`src/sv/lir_pkg.sv`:
```
// Shared types and constants for the linear interpolating IQ upsampler.
`default_nettype none
package lir_pkg;

    localparam int SampleBits  = 16;
    localparam int SampleW     = 16;
    localparam int InRateW     = 21;
    localparam int OutRateW    = 25;
    localparam int CountW      = 64;
    localparam int FracW       = 17;
    localparam int FracSteps   = 16;
    localparam int ByteW       = 8;
    localparam int ByteMax     = 127;
    localparam int MaxRatio    = 64;
    localparam int QueueDepth  = 2;
    localparam int StepW       = 7;
    localparam int MulSteps    = OutRateW;
    localparam int DivSteps    = CountW;
    localparam int InDataW     = 2 * SampleW;
    localparam int OutDataW    = 2 * ByteW;
    localparam int CfgIdxW     = 1;
    localparam int CfgDataW    = OutRateW;
    localparam int ProdW       = SampleW + 1 + FracW + 1;
    localparam int YW          = ProdW + 1;
    localparam int PW          = YW + 7;
    localparam int RoundShift  = SampleBits + 15;
    localparam int RW          = PW - RoundShift;

    localparam logic [InRateW-1:0]  InRateReset  = 21'd48000;
    localparam logic [OutRateW-1:0] OutRateReset = 25'd2000000;
    localparam logic [FracW-1:0]    FracOne      = 17'h10000;

    localparam logic [CfgIdxW-1:0] CfgIdxInRate  = 1'b0;
    localparam logic [CfgIdxW-1:0] CfgIdxOutRate = 1'b1;

    typedef enum logic {
        ARITH_MUL,
        ARITH_DIV
    } arith_op_t;

    typedef struct packed {
        logic                  start;
        arith_op_t             op;
        logic [CountW-1:0]     a;
        logic [OutRateW-1:0]   b;
        logic [OutRateW-1:0]   rem;
        logic [StepW-1:0]      steps;
    } arith_req_t;

    typedef struct packed {
        logic              busy;
        logic              done;
        logic [CountW-1:0] result;
    } arith_rsp_t;

    typedef struct packed {
        logic                      first;
        logic signed [SampleW-1:0] in_q;
        logic signed [SampleW-1:0] in_i;
    } item_t;

    typedef struct packed {
        logic signed [SampleW-1:0] prev_i;
        logic signed [SampleW-1:0] prev_q;
        logic signed [SampleW-1:0] cur_i;
        logic signed [SampleW-1:0] cur_q;
        logic [FracW-1:0]          frac;
        logic                      last;
        logic                      ovr;
    } scale_req_t;

endpackage
`default_nettype wire

```
`src/sv/lir_fifo.sv`:
```
// Small first-word-fall-through queue between the front and back parts.
`default_nettype none
module lir_fifo #(
    parameter int WIDTH = 33,
    parameter int DEPTH = 2
) (
    input  wire logic             aclk,
    input  wire logic             aresetn,
    input  wire logic             push,
    input  wire logic [WIDTH-1:0] din,
    output logic                  full,
    input  wire logic             pop,
    output logic [WIDTH-1:0]      dout,
    output logic                  avail
);
    localparam int AW = (DEPTH > 1) ? $clog2(DEPTH) : 1;
    localparam int CW = $clog2(DEPTH + 1);

    logic [WIDTH-1:0] mem_reg [DEPTH];
    logic [AW-1:0]    wr_ptr_reg, wr_ptr_next;
    logic [AW-1:0]    rd_ptr_reg, rd_ptr_next;
    logic [CW-1:0]    count_reg, count_next;
    logic             do_push, do_pop;

    assign full    = (count_reg == CW'(DEPTH));
    assign avail   = (count_reg != '0);
    assign dout    = mem_reg[rd_ptr_reg];
    assign do_push = push && !full;
    assign do_pop  = pop && avail;

    always_comb begin
        wr_ptr_next = wr_ptr_reg;
        rd_ptr_next = rd_ptr_reg;
        count_next  = count_reg;
        if (do_push) begin
            wr_ptr_next = (wr_ptr_reg == AW'(DEPTH - 1)) ? '0 : wr_ptr_reg + AW'(1);
        end
        if (do_pop) begin
            rd_ptr_next = (rd_ptr_reg == AW'(DEPTH - 1)) ? '0 : rd_ptr_reg + AW'(1);
        end
        if (do_push && !do_pop) begin
            count_next = count_reg + CW'(1);
        end else if (do_pop && !do_push) begin
            count_next = count_reg - CW'(1);
        end
    end

    always_ff @(posedge aclk) begin
        if (!aresetn) begin
            wr_ptr_reg <= '0;
            rd_ptr_reg <= '0;
            count_reg  <= '0;
        end else begin
            wr_ptr_reg <= wr_ptr_next;
            rd_ptr_reg <= rd_ptr_next;
            count_reg  <= count_next;
        end
    end

    always_ff @(posedge aclk) begin
        if (do_push) begin
            mem_reg[wr_ptr_reg] <= din;
        end
    end

endmodule
`default_nettype wire

```
`src/sv/lir_front.sv`:
```
// Input side: accepts sample requests and marks the first one after reset.
`default_nettype none
module lir_front (
    input  wire logic                         aclk,
    input  wire logic                         aresetn,
    input  wire logic                         s_axis_tvalid,
    output logic                              s_axis_tready,
    input  wire logic [lir_pkg::InDataW-1:0]  s_axis_tdata,
    input  wire logic                         q_full,
    output logic                              q_push,
    output lir_pkg::item_t                    q_item
);
    import lir_pkg::*;

    logic primed_reg, primed_next;

    assign s_axis_tready = !q_full;
    assign q_push        = s_axis_tvalid && !q_full;

    always_comb begin
        q_item.in_i  = s_axis_tdata[SampleW-1:0];
        q_item.in_q  = s_axis_tdata[InDataW-1:SampleW];
        q_item.first = !primed_reg;
        primed_next  = primed_reg || q_push;
    end

    always_ff @(posedge aclk) begin
        if (!aresetn) begin
            primed_reg <= 1'b0;
        end else begin
            primed_reg <= primed_next;
        end
    end

endmodule
`default_nettype wire

```
`src/sv/lir_arith.sv`:
```
// Shared iterative unit: shift-add multiply and restoring divide, one bit per cycle.
`default_nettype none
module lir_arith (
    input  wire logic                aclk,
    input  wire logic                aresetn,
    input  wire lir_pkg::arith_req_t req,
    output lir_pkg::arith_rsp_t      rsp
);
    import lir_pkg::*;

    logic                busy_reg, busy_next;
    logic                done_reg, done_next;
    arith_op_t           op_reg, op_next;
    logic [StepW-1:0]    cnt_reg, cnt_next;
    logic [CountW-1:0]   a_reg, a_next;
    logic [OutRateW-1:0] b_reg, b_next;
    logic [CountW-1:0]   acc_reg, acc_next;
    logic [OutRateW:0]   rem_sh;
    logic [OutRateW:0]   rem_sub;
    logic                take;

    assign rem_sh  = {acc_reg[OutRateW-1:0], a_reg[CountW-1]};
    assign take    = (rem_sh >= {1'b0, b_reg});
    assign rem_sub = rem_sh - {1'b0, b_reg};

    always_comb begin
        busy_next = busy_reg;
        done_next = 1'b0;
        op_next   = op_reg;
        cnt_next  = cnt_reg;
        a_next    = a_reg;
        b_next    = b_reg;
        acc_next  = acc_reg;
        if (busy_reg) begin
            unique case (op_reg)
                ARITH_MUL: begin
                    acc_next = acc_reg + (b_reg[0] ? a_reg : '0);
                    a_next   = {a_reg[CountW-2:0], 1'b0};
                    b_next   = {1'b0, b_reg[OutRateW-1:1]};
                end
                ARITH_DIV: begin
                    // partial remainder stays below the divisor, so 25 bits hold it
                    a_next   = {a_reg[CountW-2:0], take};
                    acc_next = take
                        ? {{(CountW-OutRateW){1'b0}}, rem_sub[OutRateW-1:0]}
                        : {{(CountW-OutRateW){1'b0}}, rem_sh[OutRateW-1:0]};
                end
            endcase
            cnt_next = cnt_reg - StepW'(1);
            if (cnt_reg == StepW'(1)) begin
                busy_next = 1'b0;
                done_next = 1'b1;
            end
        end else if (req.start) begin
            busy_next = 1'b1;
            op_next   = req.op;
            cnt_next  = req.steps;
            a_next    = req.a;
            b_next    = req.b;
            acc_next  = (req.op == ARITH_MUL)
                ? '0 : {{(CountW-OutRateW){1'b0}}, req.rem};
        end
    end

    always_ff @(posedge aclk) begin
        if (!aresetn) begin
            busy_reg <= 1'b0;
            done_reg <= 1'b0;
            op_reg   <= ARITH_MUL;
            cnt_reg  <= '0;
        end else begin
            busy_reg <= busy_next;
            done_reg <= done_next;
            op_reg   <= op_next;
            cnt_reg  <= cnt_next;
        end
    end

    always_ff @(posedge aclk) begin
        a_reg   <= a_next;
        b_reg   <= b_next;
        acc_reg <= acc_next;
    end

    always_comb begin
        rsp.busy   = busy_reg;
        rsp.done   = done_reg;
        rsp.result = (op_reg == ARITH_MUL) ? acc_reg : a_reg;
    end

endmodule
`default_nettype wire

```
`src/sv/lir_back.sv`:
```
// Back part: walks the due output indexes of one sample and issues interpolation requests.
`default_nettype none
module lir_back #(
    parameter int MAX_RATIO = lir_pkg::MaxRatio
) (
    input  wire logic                          aclk,
    input  wire logic                          aresetn,
    input  wire lir_pkg::item_t                item,
    input  wire logic                          item_valid,
    output logic                               item_pop,
    input  wire logic [lir_pkg::InRateW-1:0]   in_rate,
    input  wire logic [lir_pkg::OutRateW-1:0]  out_rate,
    output lir_pkg::arith_req_t                arith_req,
    input  wire lir_pkg::arith_rsp_t           arith_rsp,
    output lir_pkg::scale_req_t                sreq,
    output logic                               sreq_valid,
    input  wire logic                          sreq_ready
);
    import lir_pkg::*;

    localparam int CNT_W = $clog2(MAX_RATIO + 1);

    typedef enum logic [2:0] {
        ST_IDLE,
        ST_FIRST,
        ST_MUL_LIM,
        ST_MUL_POS,
        ST_CHECK,
        ST_DIV_FRAC,
        ST_ISSUE,
        ST_OVR_DIV
    } state_t;

    state_t                    state_reg, state_next;
    logic [CNT_W-1:0]          cnt_reg, cnt_next;
    logic [CountW-1:0]         in_cnt_reg, in_cnt_next;
    logic [CountW-1:0]         out_cnt_reg, out_cnt_next;
    logic [CountW-1:0]         limit_reg, limit_next;
    logic [CountW-1:0]         base_reg, base_next;
    logic [CountW-1:0]         pos_reg, pos_next;
    logic [CountW-1:0]         pos_nx_reg, pos_nx_next;
    logic [FracW-1:0]          frac_reg, frac_next;
    logic signed [SampleW-1:0] cur_i_reg, cur_i_next;
    logic signed [SampleW-1:0] cur_q_reg, cur_q_next;
    logic signed [SampleW-1:0] prev_i_reg, prev_i_next;
    logic signed [SampleW-1:0] prev_q_reg, prev_q_next;

    logic [InRateW-1:0]  ir;
    logic [OutRateW-1:0] orr;
    logic [OutRateW-1:0] ir_b;
    logic [CountW-1:0]   ir64;
    logic [CountW-1:0]   or64;
    logic [CountW-1:0]   pos_d;
    logic                at_max;
    logic                nx_due;
    logic                iss_last;
    logic                iss_ovr;

    // a zero rate counts as one
    assign ir     = (in_rate == '0) ? InRateW'(1) : in_rate;
    assign orr    = (out_rate == '0) ? OutRateW'(1) : out_rate;
    assign ir_b   = {{(OutRateW-InRateW){1'b0}}, ir};
    assign ir64   = {{(CountW-InRateW){1'b0}}, ir};
    assign or64   = {{(CountW-OutRateW){1'b0}}, orr};
    assign pos_d  = pos_reg - base_reg;
    assign at_max = (cnt_reg == CNT_W'(MAX_RATIO - 1));
    assign nx_due = (pos_nx_reg <= limit_reg);
    assign iss_last = at_max || !nx_due;
    assign iss_ovr  = at_max && nx_due;

    assign sreq_valid = (state_reg == ST_FIRST) || (state_reg == ST_ISSUE);

    always_comb begin
        sreq.cur_i  = cur_i_reg;
        sreq.cur_q  = cur_q_reg;
        if (state_reg == ST_FIRST) begin
            sreq.prev_i = cur_i_reg;
            sreq.prev_q = cur_q_reg;
            sreq.frac   = '0;
            sreq.last   = 1'b1;
            sreq.ovr    = 1'b0;
        end else begin
            sreq.prev_i = prev_i_reg;
            sreq.prev_q = prev_q_reg;
            sreq.frac   = frac_reg;
            sreq.last   = iss_last;
            sreq.ovr    = iss_ovr;
        end
    end

    always_comb begin
        state_next   = state_reg;
        cnt_next     = cnt_reg;
        in_cnt_next  = in_cnt_reg;
        out_cnt_next = out_cnt_reg;
        limit_next   = limit_reg;
        base_next    = base_reg;
        pos_next     = pos_reg;
        pos_nx_next  = pos_nx_reg;
        frac_next    = frac_reg;
        cur_i_next   = cur_i_reg;
        cur_q_next   = cur_q_reg;
        prev_i_next  = prev_i_reg;
        prev_q_next  = prev_q_reg;
        item_pop     = 1'b0;
        arith_req    = '0;

        unique case (state_reg)
            ST_IDLE: begin
                if (item_valid) begin
                    item_pop   = 1'b1;
                    cur_i_next = item.in_i;
                    cur_q_next = item.in_q;
                    if (item.first) begin
                        state_next = ST_FIRST;
                    end else begin
                        in_cnt_next     = in_cnt_reg + CountW'(1);
                        arith_req.start = 1'b1;
                        arith_req.op    = ARITH_MUL;
                        arith_req.a     = in_cnt_reg + CountW'(1);
                        arith_req.b     = orr;
                        arith_req.steps = StepW'(MulSteps);
                        state_next      = ST_MUL_LIM;
                    end
                end
            end
            ST_FIRST: begin
                if (sreq_ready) begin
                    prev_i_next  = cur_i_reg;
                    prev_q_next  = cur_q_reg;
                    out_cnt_next = CountW'(1);
                    state_next   = ST_IDLE;
                end
            end
            ST_MUL_LIM: begin
                if (arith_rsp.done) begin
                    limit_next      = arith_rsp.result;
                    base_next       = arith_rsp.result - or64;
                    arith_req.start = 1'b1;
                    arith_req.op    = ARITH_MUL;
                    arith_req.a     = out_cnt_reg;
                    arith_req.b     = ir_b;
                    arith_req.steps = StepW'(MulSteps);
                    state_next      = ST_MUL_POS;
                end
            end
            ST_MUL_POS: begin
                if (arith_rsp.done) begin
                    pos_next   = arith_rsp.result;
                    cnt_next   = '0;
                    state_next = ST_CHECK;
                end
            end
            ST_CHECK: begin
                if (pos_reg <= limit_reg) begin
                    pos_nx_next = pos_reg + ir64;
                    if (pos_reg < base_reg) begin
                        frac_next  = '0;
                        state_next = ST_ISSUE;
                    end else if (pos_d >= or64) begin
                        frac_next  = FracOne;
                        state_next = ST_ISSUE;
                    end else begin
                        arith_req.start = 1'b1;
                        arith_req.op    = ARITH_DIV;
                        arith_req.a     = '0;
                        arith_req.b     = orr;
                        arith_req.rem   = pos_d[OutRateW-1:0];
                        arith_req.steps = StepW'(FracSteps);
                        state_next      = ST_DIV_FRAC;
                    end
                end else begin
                    prev_i_next = cur_i_reg;
                    prev_q_next = cur_q_reg;
                    state_next  = ST_IDLE;
                end
            end
            ST_DIV_FRAC: begin
                if (arith_rsp.done) begin
                    frac_next  = {1'b0, arith_rsp.result[FracSteps-1:0]};
                    state_next = ST_ISSUE;
                end
            end
            ST_ISSUE: begin
                if (sreq_ready) begin
                    out_cnt_next = out_cnt_reg + CountW'(1);
                    cnt_next     = cnt_reg + CNT_W'(1);
                    pos_next     = pos_nx_reg;
                    if (iss_last) begin
                        if (iss_ovr) begin
                            // skip the remaining due outputs
                            arith_req.start = 1'b1;
                            arith_req.op    = ARITH_DIV;
                            arith_req.a     = limit_reg;
                            arith_req.b     = ir_b;
                            arith_req.rem   = '0;
                            arith_req.steps = StepW'(DivSteps);
                            state_next      = ST_OVR_DIV;
                        end else begin
                            prev_i_next = cur_i_reg;
                            prev_q_next = cur_q_reg;
                            state_next  = ST_IDLE;
                        end
                    end else begin
                        state_next = ST_CHECK;
                    end
                end
            end
            ST_OVR_DIV: begin
                if (arith_rsp.done) begin
                    out_cnt_next = arith_rsp.result + CountW'(1);
                    prev_i_next  = cur_i_reg;
                    prev_q_next  = cur_q_reg;
                    state_next   = ST_IDLE;
                end
            end
        endcase
    end

    always_ff @(posedge aclk) begin
        if (!aresetn) begin
            state_reg   <= ST_IDLE;
            cnt_reg     <= '0;
            in_cnt_reg  <= '0;
            out_cnt_reg <= '0;
            prev_i_reg  <= '0;
            prev_q_reg  <= '0;
        end else begin
            state_reg   <= state_next;
            cnt_reg     <= cnt_next;
            in_cnt_reg  <= in_cnt_next;
            out_cnt_reg <= out_cnt_next;
            prev_i_reg  <= prev_i_next;
            prev_q_reg  <= prev_q_next;
        end
        limit_reg  <= limit_next;
        base_reg   <= base_next;
        pos_reg    <= pos_next;
        pos_nx_reg <= pos_nx_next;
        frac_reg   <= frac_next;
        cur_i_reg  <= cur_i_next;
        cur_q_reg  <= cur_q_next;
    end

`ifndef SYNTH
    a_start_idle: assert property (@(posedge aclk) disable iff (!aresetn)
        arith_req.start |-> !arith_rsp.busy)
        else $error("arithmetic unit started while busy");

    a_done_waiting: assert property (@(posedge aclk) disable iff (!aresetn)
        arith_rsp.done |-> (state_reg == ST_MUL_LIM || state_reg == ST_MUL_POS ||
                            state_reg == ST_DIV_FRAC || state_reg == ST_OVR_DIV))
        else $error("arithmetic result arrived with no state waiting for it");

    a_ovr_on_last: assert property (@(posedge aclk) disable iff (!aresetn)
        (sreq_valid && sreq_ready && sreq.ovr) |=> (state_reg == ST_OVR_DIV))
        else $error("overrun flagged without skipping outputs");
`endif

endmodule
`default_nettype wire

```
`src/sv/lir_scale.sv`:
```
// Interpolates, scales to bytes with rounding and saturation, and holds the output register.
`default_nettype none
module lir_scale (
    input  wire logic                        aclk,
    input  wire logic                        aresetn,
    input  wire lir_pkg::scale_req_t         sreq,
    input  wire logic                        sreq_valid,
    output logic                             sreq_ready,
    output logic                             m_axis_tvalid,
    input  wire logic                        m_axis_tready,
    output logic [lir_pkg::OutDataW-1:0]     m_axis_tdata,
    output logic                             m_axis_tlast,
    output logic                             m_axis_tuser
);
    import lir_pkg::*;

    function automatic logic [ByteW-1:0] to_byte(input logic signed [PW-1:0] p);
        logic             neg;
        logic [PW-1:0]    mag;
        logic [PW-1:0]    rsum;
        logic [RW-1:0]    r;
        logic [ByteW-1:0] sat;
        neg  = p[PW-1];
        mag  = neg ? PW'(-p) : PW'(p);
        rsum = mag + (PW'(1) << (RoundShift - 1));
        r    = rsum[PW-1:RoundShift];
        sat  = (r > RW'(ByteMax)) ? ByteW'(ByteMax) : r[ByteW-1:0];
        return neg ? ByteW'(-sat) : sat;
    endfunction

    logic v1_reg, v1_next;
    logic v2_reg, v2_next;
    logic ov_reg, ov_next;

    logic signed [ProdW-1:0]   prod_i_reg, prod_q_reg;
    logic signed [SampleW-1:0] prev_i1_reg, prev_q1_reg;
    logic                      last1_reg, ovr1_reg;
    logic signed [PW-1:0]      p_i2_reg, p_q2_reg;
    logic                      last2_reg, ovr2_reg;
    logic [ByteW-1:0]          out_i_reg, out_q_reg;
    logic                      out_last_reg, out_ovr_reg;

    logic signed [SampleW:0]   diff_i, diff_q;
    logic signed [FracW:0]     frac_s;
    logic signed [ProdW-1:0]   prod_i, prod_q;
    logic signed [YW-1:0]      y_i, y_q;
    logic signed [PW-1:0]      p_i, p_q;
    logic                      take_in;

    // one request in flight at a time
    assign sreq_ready = !v1_reg && !v2_reg && !ov_reg;
    assign take_in    = sreq_valid && sreq_ready;

    assign diff_i = {sreq.cur_i[SampleW-1], sreq.cur_i} - {sreq.prev_i[SampleW-1], sreq.prev_i};
    assign diff_q = {sreq.cur_q[SampleW-1], sreq.cur_q} - {sreq.prev_q[SampleW-1], sreq.prev_q};
    assign frac_s = $signed({1'b0, sreq.frac});
    assign prod_i = frac_s * diff_i;
    assign prod_q = frac_s * diff_q;

    assign y_i = $signed({{(YW-SampleW-16){prev_i1_reg[SampleW-1]}}, prev_i1_reg, 16'b0})
               + $signed({prod_i_reg[ProdW-1], prod_i_reg});
    assign y_q = $signed({{(YW-SampleW-16){prev_q1_reg[SampleW-1]}}, prev_q1_reg, 16'b0})
               + $signed({prod_q_reg[ProdW-1], prod_q_reg});
    // times 127 as shift and subtract
    assign p_i = $signed({y_i, 7'b0}) - $signed({{7{y_i[YW-1]}}, y_i});
    assign p_q = $signed({y_q, 7'b0}) - $signed({{7{y_q[YW-1]}}, y_q});

    always_comb begin
        v1_next = take_in;
        v2_next = v1_reg;
        ov_next = ov_reg;
        if (v2_reg) begin
            ov_next = 1'b1;
        end else if (m_axis_tready) begin
            ov_next = 1'b0;
        end
    end

    always_ff @(posedge aclk) begin
        if (!aresetn) begin
            v1_reg <= 1'b0;
            v2_reg <= 1'b0;
            ov_reg <= 1'b0;
        end else begin
            v1_reg <= v1_next;
            v2_reg <= v2_next;
            ov_reg <= ov_next;
        end
    end

    always_ff @(posedge aclk) begin
        if (take_in) begin
            prod_i_reg  <= prod_i;
            prod_q_reg  <= prod_q;
            prev_i1_reg <= sreq.prev_i;
            prev_q1_reg <= sreq.prev_q;
            last1_reg   <= sreq.last;
            ovr1_reg    <= sreq.ovr;
        end
        if (v1_reg) begin
            p_i2_reg  <= p_i;
            p_q2_reg  <= p_q;
            last2_reg <= last1_reg;
            ovr2_reg  <= ovr1_reg;
        end
        if (v2_reg) begin
            out_i_reg    <= to_byte(p_i2_reg);
            out_q_reg    <= to_byte(p_q2_reg);
            out_last_reg <= last2_reg;
            out_ovr_reg  <= ovr2_reg;
        end
    end

    assign m_axis_tvalid = ov_reg;
    assign m_axis_tdata  = {out_q_reg, out_i_reg};
    assign m_axis_tlast  = out_last_reg;
    assign m_axis_tuser  = out_ovr_reg;

`ifndef SYNTH
    a_single_flight: assert property (@(posedge aclk) disable iff (!aresetn)
        $onehot0({v1_reg, v2_reg, ov_reg}))
        else $error("more than one request in the scaling pipeline");

    a_advance: assert property (@(posedge aclk) disable iff (!aresetn)
        v1_reg |=> (v2_reg && !v1_reg))
        else $error("scaling pipeline failed to advance");

    a_hold_stalled: assert property (@(posedge aclk) disable iff (!aresetn)
        (m_axis_tvalid && !m_axis_tready) |=> (m_axis_tvalid && $stable(m_axis_tdata) &&
                                               $stable(m_axis_tlast) && $stable(m_axis_tuser)))
        else $error("output request changed while stalled");
`endif

endmodule
`default_nettype wire

```
`src/sv/linear_interp_iq_upsampler_unit.sv`:
```
// Top level of the linear interpolating IQ upsampler.
//
// Input stream (s_axis_*): one complex sample per request, I in tdata[15:0] and Q in
// tdata[31:16], both Q1.15. Output stream (m_axis_*): one signed IQ byte pair per
// request, I in tdata[7:0] and Q in tdata[15:8]; tlast marks the final byte pair
// caused by an input sample and tuser marks, on that pair, that due outputs beyond
// MAX_RATIO were skipped. A sample may cause no output at all.
// The configuration channel writes in_rate (index 0) and out_rate (index 1); it is
// always ready and is meant to be written while no sample is being worked on.
// The first sample after reset yields one pair.
// A later sample first runs two 25-step products in the shared multiplier, then
// each output pair may need a 16-step fraction divide, and an overrun adds a
// further divide. A two-entry queue takes new samples while the back part is busy
// or the output register waits. Reset restores the default rates and clears history.
// When the receiver stalls, the pending pair holds and the back part waits for it.
`default_nettype none
module linear_interp_iq_upsampler_unit #(
    parameter int MAX_RATIO = lir_pkg::MaxRatio
) (
    input  wire logic                         aclk,
    input  wire logic                         aresetn,
    input  wire logic                         s_axis_tvalid,
    output logic                              s_axis_tready,
    input  wire logic [lir_pkg::InDataW-1:0]  s_axis_tdata,   // in_i, in_q
    output logic                              m_axis_tvalid,
    input  wire logic                         m_axis_tready,
    output logic [lir_pkg::OutDataW-1:0]      m_axis_tdata,   // out_i, out_q
    output logic                              m_axis_tlast,
    output logic                              m_axis_tuser,   // overrun
    input  wire logic                         cfg_valid,
    output logic                              cfg_ready,
    input  wire logic [lir_pkg::CfgIdxW-1:0]  cfg_index,
    input  wire logic [lir_pkg::CfgDataW-1:0] cfg_data
);
    import lir_pkg::*;

    logic [InRateW-1:0]  in_rate_reg, in_rate_next;
    logic [OutRateW-1:0] out_rate_reg, out_rate_next;

    logic       q_full, q_push, q_pop, q_avail;
    item_t      q_in_item, q_out_item;
    arith_req_t arith_req;
    arith_rsp_t arith_rsp;
    scale_req_t sreq;
    logic       sreq_valid, sreq_ready;

    assign cfg_ready = 1'b1;

    always_comb begin
        in_rate_next  = in_rate_reg;
        out_rate_next = out_rate_reg;
        if (cfg_valid) begin
            unique case (cfg_index)
                CfgIdxInRate:  in_rate_next  = cfg_data[InRateW-1:0];
                CfgIdxOutRate: out_rate_next = cfg_data[OutRateW-1:0];
            endcase
        end
    end

    always_ff @(posedge aclk) begin
        if (!aresetn) begin
            in_rate_reg  <= InRateReset;
            out_rate_reg <= OutRateReset;
        end else begin
            in_rate_reg  <= in_rate_next;
            out_rate_reg <= out_rate_next;
        end
    end

    lir_front u_front (
        .aclk          (aclk),
        .aresetn       (aresetn),
        .s_axis_tvalid (s_axis_tvalid),
        .s_axis_tready (s_axis_tready),
        .s_axis_tdata  (s_axis_tdata),
        .q_full        (q_full),
        .q_push        (q_push),
        .q_item        (q_in_item)
    );

    lir_fifo #(
        .WIDTH ($bits(item_t)),
        .DEPTH (QueueDepth)
    ) u_queue (
        .aclk    (aclk),
        .aresetn (aresetn),
        .push    (q_push),
        .din     (q_in_item),
        .full    (q_full),
        .pop     (q_pop),
        .dout    (q_out_item),
        .avail   (q_avail)
    );

    lir_arith u_arith (
        .aclk    (aclk),
        .aresetn (aresetn),
        .req     (arith_req),
        .rsp     (arith_rsp)
    );

    lir_back #(
        .MAX_RATIO (MAX_RATIO)
    ) u_back (
        .aclk       (aclk),
        .aresetn    (aresetn),
        .item       (q_out_item),
        .item_valid (q_avail),
        .item_pop   (q_pop),
        .in_rate    (in_rate_reg),
        .out_rate   (out_rate_reg),
        .arith_req  (arith_req),
        .arith_rsp  (arith_rsp),
        .sreq       (sreq),
        .sreq_valid (sreq_valid),
        .sreq_ready (sreq_ready)
    );

    lir_scale u_scale (
        .aclk          (aclk),
        .aresetn       (aresetn),
        .sreq          (sreq),
        .sreq_valid    (sreq_valid),
        .sreq_ready    (sreq_ready),
        .m_axis_tvalid (m_axis_tvalid),
        .m_axis_tready (m_axis_tready),
        .m_axis_tdata  (m_axis_tdata),
        .m_axis_tlast  (m_axis_tlast),
        .m_axis_tuser  (m_axis_tuser)
    );

endmodule
`default_nettype wire
```
`config.mk`:
```
export PLATFORM = sky130hd
export DESIGN_NAME = linear_interp_iq_upsampler_unit
export DESIGN_NICKNAME = d
export VERILOG_FILES = /design/src/sv/lir_pkg.sv /design/src/sv/lir_fifo.sv /design/src/sv/lir_front.sv /design/src/sv/lir_arith.sv /design/src/sv/lir_back.sv /design/src/sv/lir_scale.sv /design/src/sv/linear_interp_iq_upsampler_unit.sv
export SDC_FILE = /design/constraint.sdc
export NUM_CORES = 2
export LEC_CHECK = 0
export BUFFER_PORTS_ARGS = -buffer_cell sky130_fd_sc_hd__buf_4
export CORE_UTILIZATION = 65
export CTS_CLUSTER_SIZE = 14
export DETAILED_ROUTE_END_ITERATION = 16
export PLACE_DENSITY = 0.82
export SETUP_SLACK_MARGIN = 0.3
export SLEW_MARGIN = 20
export SYNTH_ARGS = -nofsm -noshare
export SYNTH_HDL_FRONTEND = slang
export SYNTH_SLANG_ARGS = --single-unit
```
`constraint.sdc`:
```
create_clock -name aclk -period 11.8 [get_ports aclk]
set_input_delay 2.36 -clock aclk [delete_from_list [all_inputs] [get_ports aclk]]
set_output_delay 2.36 -clock aclk [all_outputs]
set_load 0.05 [all_outputs]
```
* Word-level counts from Yosys, hierarchy flattened
Memory sizes are Yosys's and may differ from the RTL's. A register that Yosys moved wholly into a read port is not among the register bits. Index checks and enable logic that the tools add are counted.
Cells by class: div/mod/pow operators 0, multipliers 2, bitwise operators 4, mux-type cells 99, add/sub/neg operators 26, reduce and logical (&&, ||, !) cells 45, shift operators 0, equal/unequal tests 23, order comparisons 7
Operators with widths (number):
- 123-bit two-way mux | 6
- 64-bit two-way mux | 11
- 64-bit one-hot mux with 2 select lines | 3
- 91-bit one-hot mux with 4 select lines | 1
- 91-bit two-way mux | 3
- 64-bit by 1-bit adder with 64-bit output (second input constant) | 3
- 16-bit two-way mux | 12
- 64-bit one-hot mux with 3 select lines | 1
- 25-bit two-way mux | 6
- 64-bit <= comparator | 2
- 16-bit one-hot mux with 4 select lines | 2
- 43-bit by 31-bit adder with 43-bit output (second input constant) | 2
- 43-bit two-way mux | 2
- 43-bit negation | 2
- 43-bit by 36-bit subtractor with 43-bit output | 2
- 32-bit by 35-bit adder with 36-bit output | 2
- 18-bit by 17-bit multiplier with 35-bit output | 2
- 17-bit two-way mux | 4
- 64-bit by 21-bit adder with 64-bit output | 1
- 64-bit adder | 1
- 64-bit by 25-bit greater-or-equal comparator with 1-bit output | 1
- 64-bit < comparator | 1
- 64-bit by 25-bit subtractor with 64-bit output | 1
- 64-bit subtractor | 1
- 47 further kinds | 134
Storage, ports and cells: latch bits 0, output and inout bits 21, bits in read-only memories 0, register bits after elaboration 902, memory bits (writable) 66, memories 1, logic and storage cells 250, input port bits 63
Memories:
- u_queue.mem_reg | words 2, width 33, rd ports 1, clocked after memory_dff 1, wr ports 1, RTL line lir_fifo.sv:19 | logic [WIDTH-1:0] mem_reg [DEPTH];

* Longest topological paths before layout
depth after elaboration 10, gate-level depth with buffers 45, depth with buffers taken out 42

* Cells and area by module
A second synthesis with hierarchy kept.
Unflattened totals: cells, all modules 9903, area total of the unflattened synthesis 89741.1 µm²
By module, submodules not included:
- lir_scale | cells an instance 4033, sequential area each 6366.1 µm², area each 35983.3 µm², times used 1
- lir_back | cells an instance 4117, sequential area each 12562.0 µm², area each 35591.6 µm², times used 1
- lir_arith | cells an instance 1390, sequential area each 4794.6 µm², area each 13390.3 µm², times used 1
- lir_fifo | cells an instance 128, sequential area each 2082.0 µm², area each 2610.0 µm², times used 1
- linear_interp_iq_upsampler_unit | cells an instance 198, sequential area each 920.9 µm², area each 1876.8 µm², times used 1
- lir_front | cells an instance 37, sequential area each 20.0 µm², area each 289.0 µm², times used 1

* Least setup slack after synthesis
OpenSTA, ideal clock, no wires.
path type register to register, from register u_back.state_reg[0], to register u_scale.prod_q_reg[34], data pin, data arrival time 10296 ps, library setup time 260 ps, clock period less this slack 10556 ps, path buffers 3, cell stages (with the launch flop) 43, slack 1244 ps, required time 11540 ps, cells stage by stage dfxtp_1 clkinv_1 nor3_1 clkbuf_1 clkbuf_1 mux2i_1 inv_1 fa_1 nor2b_1 o21ai_0 a21boi_0 o21ai_0 a21boi_0 o21ai_0 a31oi_1 o21ai_0 a21boi_0 o21ai_0 [... 7 more ...] inv_1 fa_1 fa_1 fa_1 inv_1 fa_1 inv_1 ha_1 o21a_1 o21ai_0 or3b_2 inv_1 a221o_1 o211a_1 nor3_1 o31ai_1 a21oi_1 xnor2_1
RTL lines:
- from (decl) | RTL line lir_back.sv:34 | state_t state_reg, state_next;
- from (signal assigned) | RTL line lir_back.sv:229 | state_reg <= state_next;
- to (signal assigned) | RTL line lir_scale.sv:94 | prod_q_reg <= prod_q;
- to (decl) | RTL line lir_scale.sv:35 | logic signed [ProdW-1:0] prod_i_reg, prod_q_reg;

* Worst setup path in the final report
from register u_back.state_reg[0], to register u_scale.prod_q_reg[34], data pin
On the way: cells in the longest elaborated chain, start to end 4, elaborated cells on any way between the ends 5, those cells by class add/sub (1); mul (1); eq/ne (1); mux (2)
RTL lines:
- 3-bit by 1-bit == test with 1-bit output * | RTL line lir_back.sv:76 | if (state_reg == ST_FIRST) begin
- 32-bit two-way mux | RTL line lir_back.sv:76
- 16-bit by 16-bit subtractor with 17-bit output | RTL line lir_scale.sv:55 | assign diff_q = {sreq.cur_q[SampleW-1], sreq.cur_q} - {sreq.prev_q[SampleW-1], sreq.prev_q};
- 18-bit by 17-bit multiplier with 35-bit output * | RTL line lir_scale.sv:58 | assign prod_q = frac_s * diff_q;
- named net u_scale.prod_q[34] | RTL line lir_scale.sv:45 | logic signed [ProdW-1:0] prod_i, prod_q;
The timed path passes the listed nets; every way through them passes the cells marked *. A chain may end at the register's enable or synchronous reset.

==> summary by stage <==
Power and ir drop
For this design the static power due to leakage is 38.8 nW. Summed over all nets, the switching power comes to 12.2 mW. The fraction of power consumed by sequential logic is 0.227.

The fraction of power consumed by the clock network is 0.135. IR analysis of the VDD net gives a maximum drop of 297 µV. For this design the ratio of total power to cell area is 281 nW/µm². Of the total power, the share spent switching nets is 0.478. The cell-internal power is 13.3 mW. The combinational fraction of design power is 0.639.

Placement
Once detailed placement completed, the half-perimeter wirelength came to 194000 µm. The count of port buffers added during placement is 82. The weighted congestion at the end of routability-driven global placement is 0.999. Once placement completed, the tool counted placed cells totaling 10986. The placed instances occupy a cell area of 87000 µm². OpenSTA, run right after detailed placement, puts the worst setup slack at 400 ps.

Yosys
Sorting the synthesized cells by area gives the leading types as edfxtp_1 26%, ha_1 11%, fa_1 11%. The largest area contributor in the synthesized netlist is edfxtp_1. After synthesis the cells add up to 84600 µm². The portion of the post-synthesis area used by sequential elements is 0.316. The cell count after synthesis came out at 9434. The number of nets handed over by synthesis was 10710. In the synthesized netlist the async set-or-reset flop fraction comes to 0.

The most used flip-flop cell after synthesis is edfxtp_1. The synthesized design contains 734 enable-type register cells. After synthesis, the mean cell area works out to 8.97 µm². The number of distinct library cells after synthesis is 95. Synthesis inferred 969 register bits. The share of Yosys cell area claimed by the top area cell type is 0.260. The Yosys step of the flow raised 0 warnings.

Floorplan
The overall die area is 132000 µm². The total core area is 129000 µm². The number of rows in the core area is 132. The top-level port count is 84. Measured along the y axis, the die boundary spans 363 µm. From left edge to right edge, the die measures 363 µm. The initial standard-cell utilization of the core is 0.655.

Worst setup path
The critical path arrival is 11460 ps. The highest net fanout along the worst path is 36. The slowest cell on the critical path is fa_1. The depth of the most critical reg-to-reg path is 40. The launching element type of the critical path is a flop. The type of the worst setup path is flop to flop. The worst register-to-register path has a setup slack of 830 ps. The most prevalent standard cell on the critical path is fa_1. At the worst endpoint, the required time is 12290 ps. The worst setup path is captured at a flop.

For this run, the slowest stage of the critical path takes 550 ps. The critical register-to-register path endpoint is u_scale.prod_q_reg[34]. The worst register-to-register path begins at u_back.state_reg[0].

Route
After detailed routing, the wire length on met1 is 99300 µm. The met3 routed wirelength is 25700 µm. The number of DRC violations after detailed-routing iteration 0 is 8014.

The number of vias per cell is 6.42. The uppermost layer routed is met5. The DRC violations left is 0. The number of antenna-violating nets in the routed design is 0.

Summed over all layers, the routed wires come to 257000 µm. Summed over all nets, wire length on met2 after detailed routing comes to 117000 µm. For this run, the detailed router's first-pass iteration total came to 6. The overall via count from detail_route is 71821. The detailed-route wire length per cell is 23.0 µm.

Global routing
The total track usage is 0.389. The pin count of the biggest net entering global routing is 93. The global-route wire length before repair is 398000 µm. The initial antenna violation count is 14.

The via count of the first global-routing pass is 70570. For this run the aggregate overflow at the end of global routing stands at 0.

STA
The count of endpoints failing hold in the final timing report is 0. For the pin with the worst max-slew slack, the measured transition is 1190 ps. The worst slew slack as a fraction of its limit is 0.202. Summed over all failing endpoints, the final setup total negative slack is 0 ps. The worst hold slack after final layout is 427 ps. In the finished design, the share of the clock period the worst path needs comes to 0.930. The final worst slack is 828 ps. Setup repair after global routing could not meet its margin everywhere. The clock arrives with 80.8 ps of skew.

Setup violations remaining at the end of the flow were counted as 0. The final critical path time including I/O delays and setup is 10970 ps. The final-report max-slew violation count came to 0. The highest achievable clock rate is 91.1 MHz.

Clock tree
The number of H-tree levels is 3. The number of clock buffers inserted by TritonCTS is 105. The total number of clock tree sinks is 969.

The CTS tree is built. After clock tree synthesis, the clock-pin slew on the worst setup and hold paths is 60 ps. Clock tree synthesis selected as its root buffer the cell clkbuf_16. Counting along the longest clock path gives a buffer depth of 3. The clock reaches the later pin of the worst-skew pair after 770 ps.

Layout
The flip-flop count of the largest register, all copies and words added is 66. The count of fill cells added during filler insertion is 9827. Relative to the synthesized area, the layout overhead comes to 7.08%. The fraction of layout instances using a drive strength above 1 is 0.0544. The count of nets after finishing is 10629. The finished cells cover 90600 µm². The final non-filler cell total is 11192.

Worst hold path
The critical hold path startpoint is u_scale.ovr1_reg. The worst hold path was traced through 0 stages. The terminating pin of the worst hold path is u_scale.ovr2_reg.

The tightest min-delay check is of the flop to flop type.

Status
The flow ran to the end, and the final reports show no timing, DRC or antenna violations.

Flow run
The max capacitance violation total is 0.
## area by class of cell
type | instances | area, µm² | share of cell area
Tap cell | 1742 | 2180 | 0.0240
Sequential cell | 969 | 26800 | 0.295
Antenna cell | 6 | 15.0 | 0.000166
Multi-Input combinational cell | 6994 | 52500 | 0.579
Clock buffer | 140 | 2850 | 0.0314
Clock inverter | 58 | 643 | 0.00710
Timing Repair Buffer | 212 | 1650 | 0.0182
Inverter | 1071 | 4030 | 0.0444
## cell families after synthesis
family / synth area share
buffers and inverters: 0.0660
other: 0.0000443
multiplexers: 0.0221
flip-flops: 0.316
AND/OR/NAND/NOR: 0.165
AO/OA/AOI/OAI: 0.148
adder cells (fa/ha/maj): 0.220
XOR/XNOR: 0.0629
## through the flow
stage | total power [mW] | util
2_1_floorplan | 17.3 | -
3_3_place_gp | 21.1 | 0.673
3_5_place_dp | 21.6 | 0.673
4_1_cts | 25.2 | 0.700
5_1_grt | 27.2 | 0.701
6_report | 25.5 | 0.701
## worst max-delay path: cells and delay by family (launching register included)
kind	cells	cell delay [ps]
mux	1	120
buf+inv	9	1140
flops	1	520
fa+ha+maj	8	3730
simple gates	4	880
xor+xnor	1	80
compound gates	17	4220
## layout by cell type (no fill, tap or decap), types with 96 or more instances in the layout
master	netlist	layout
nor2_1	1028	1025
or3_1	96	96
nand2_1	844	840
a21oi_1	651	649
inv_1	1067	1066
ha_1	756	756
fa_1	457	457
and2_1	138	136
dfxtp_1	235	232
o21ai_0	354	354
edfxtp_1	734	734
nor3_1	217	214
nand4_1	111	111
a31oi_1	99	99
nand3_1	187	185
xnor2_1	407	405
buf_4	3	208
mux2i_1	143	143
clkbuf_16	0	106
a21o_1	193	193
xor2_1	201	200
## worst max-delay path by stage
| stage | start | endpoint | slack [ps] | cells after the start |
|---|---|---|---|---|
| 6_report | u_back.state_reg[0] | u_scale.prod_q_reg[34] | 830 | 40 |
| 2_1_floorplan | u_back.state_reg[0] | u_scale.prod_q_reg[34] | 1240 | 42 |
| 3_5_place_dp | u_back.state_reg[0] | u_scale.prod_q_reg[34] | 400 | 37 |
| 5_1_grt | u_back.state_reg[0] | u_scale.prod_q_reg[34] | 240 | 40 |
| 4_1_cts | u_back.state_reg[0] | u_scale.prod_i_reg[34] | 370 | 38 |
| 3_3_place_gp | u_back.state_reg[0] | u_scale.prod_q_reg[34] | 830 | 37 |
## power by group through the flow
stage | sequential [mW] | combinational [mW] | clock (mW)
global route | 5.84 | 17.8 | 3.56
global placement | 5.79 | 15.3 | 0
CTS | 5.76 | 16.0 | 3.45
floorplan | 5.65 | 11.7 | 0
finish | 5.78 | 16.3 | 3.43
detailed placement | 5.81 | 15.8 | 0
## cell usage after synthesis (138+ instances only)
cell type  instances
a21o_1           193
a21oi_1          651
and2_1           138
clkbuf_1         350
dfxtp_1          235
edfxtp_1         734
fa_1             457
ha_1             756
inv_1           1067
mux2i_1          143
nand2_1          844
nand3_1          187
nor2_1          1028
nor3_1           217
o21ai_0          354
xnor2_1          407
xor2_1           201
## what timing repair did
action,CTS,global route
hold buffers,0,0
resized for setup,0,9
setup buffers,0,1
setup endpoints to repair,0,18
endpoints found under the hold margin,0,0
## per-layer routing
metal	vias to the layer above	track usage
li1	32561	-
met1	34629	0.499
met2	3813	0.625
met3	808	0.0745
met4	10	0.203
met5	-	0
Power figures use the tool's default switching activity.
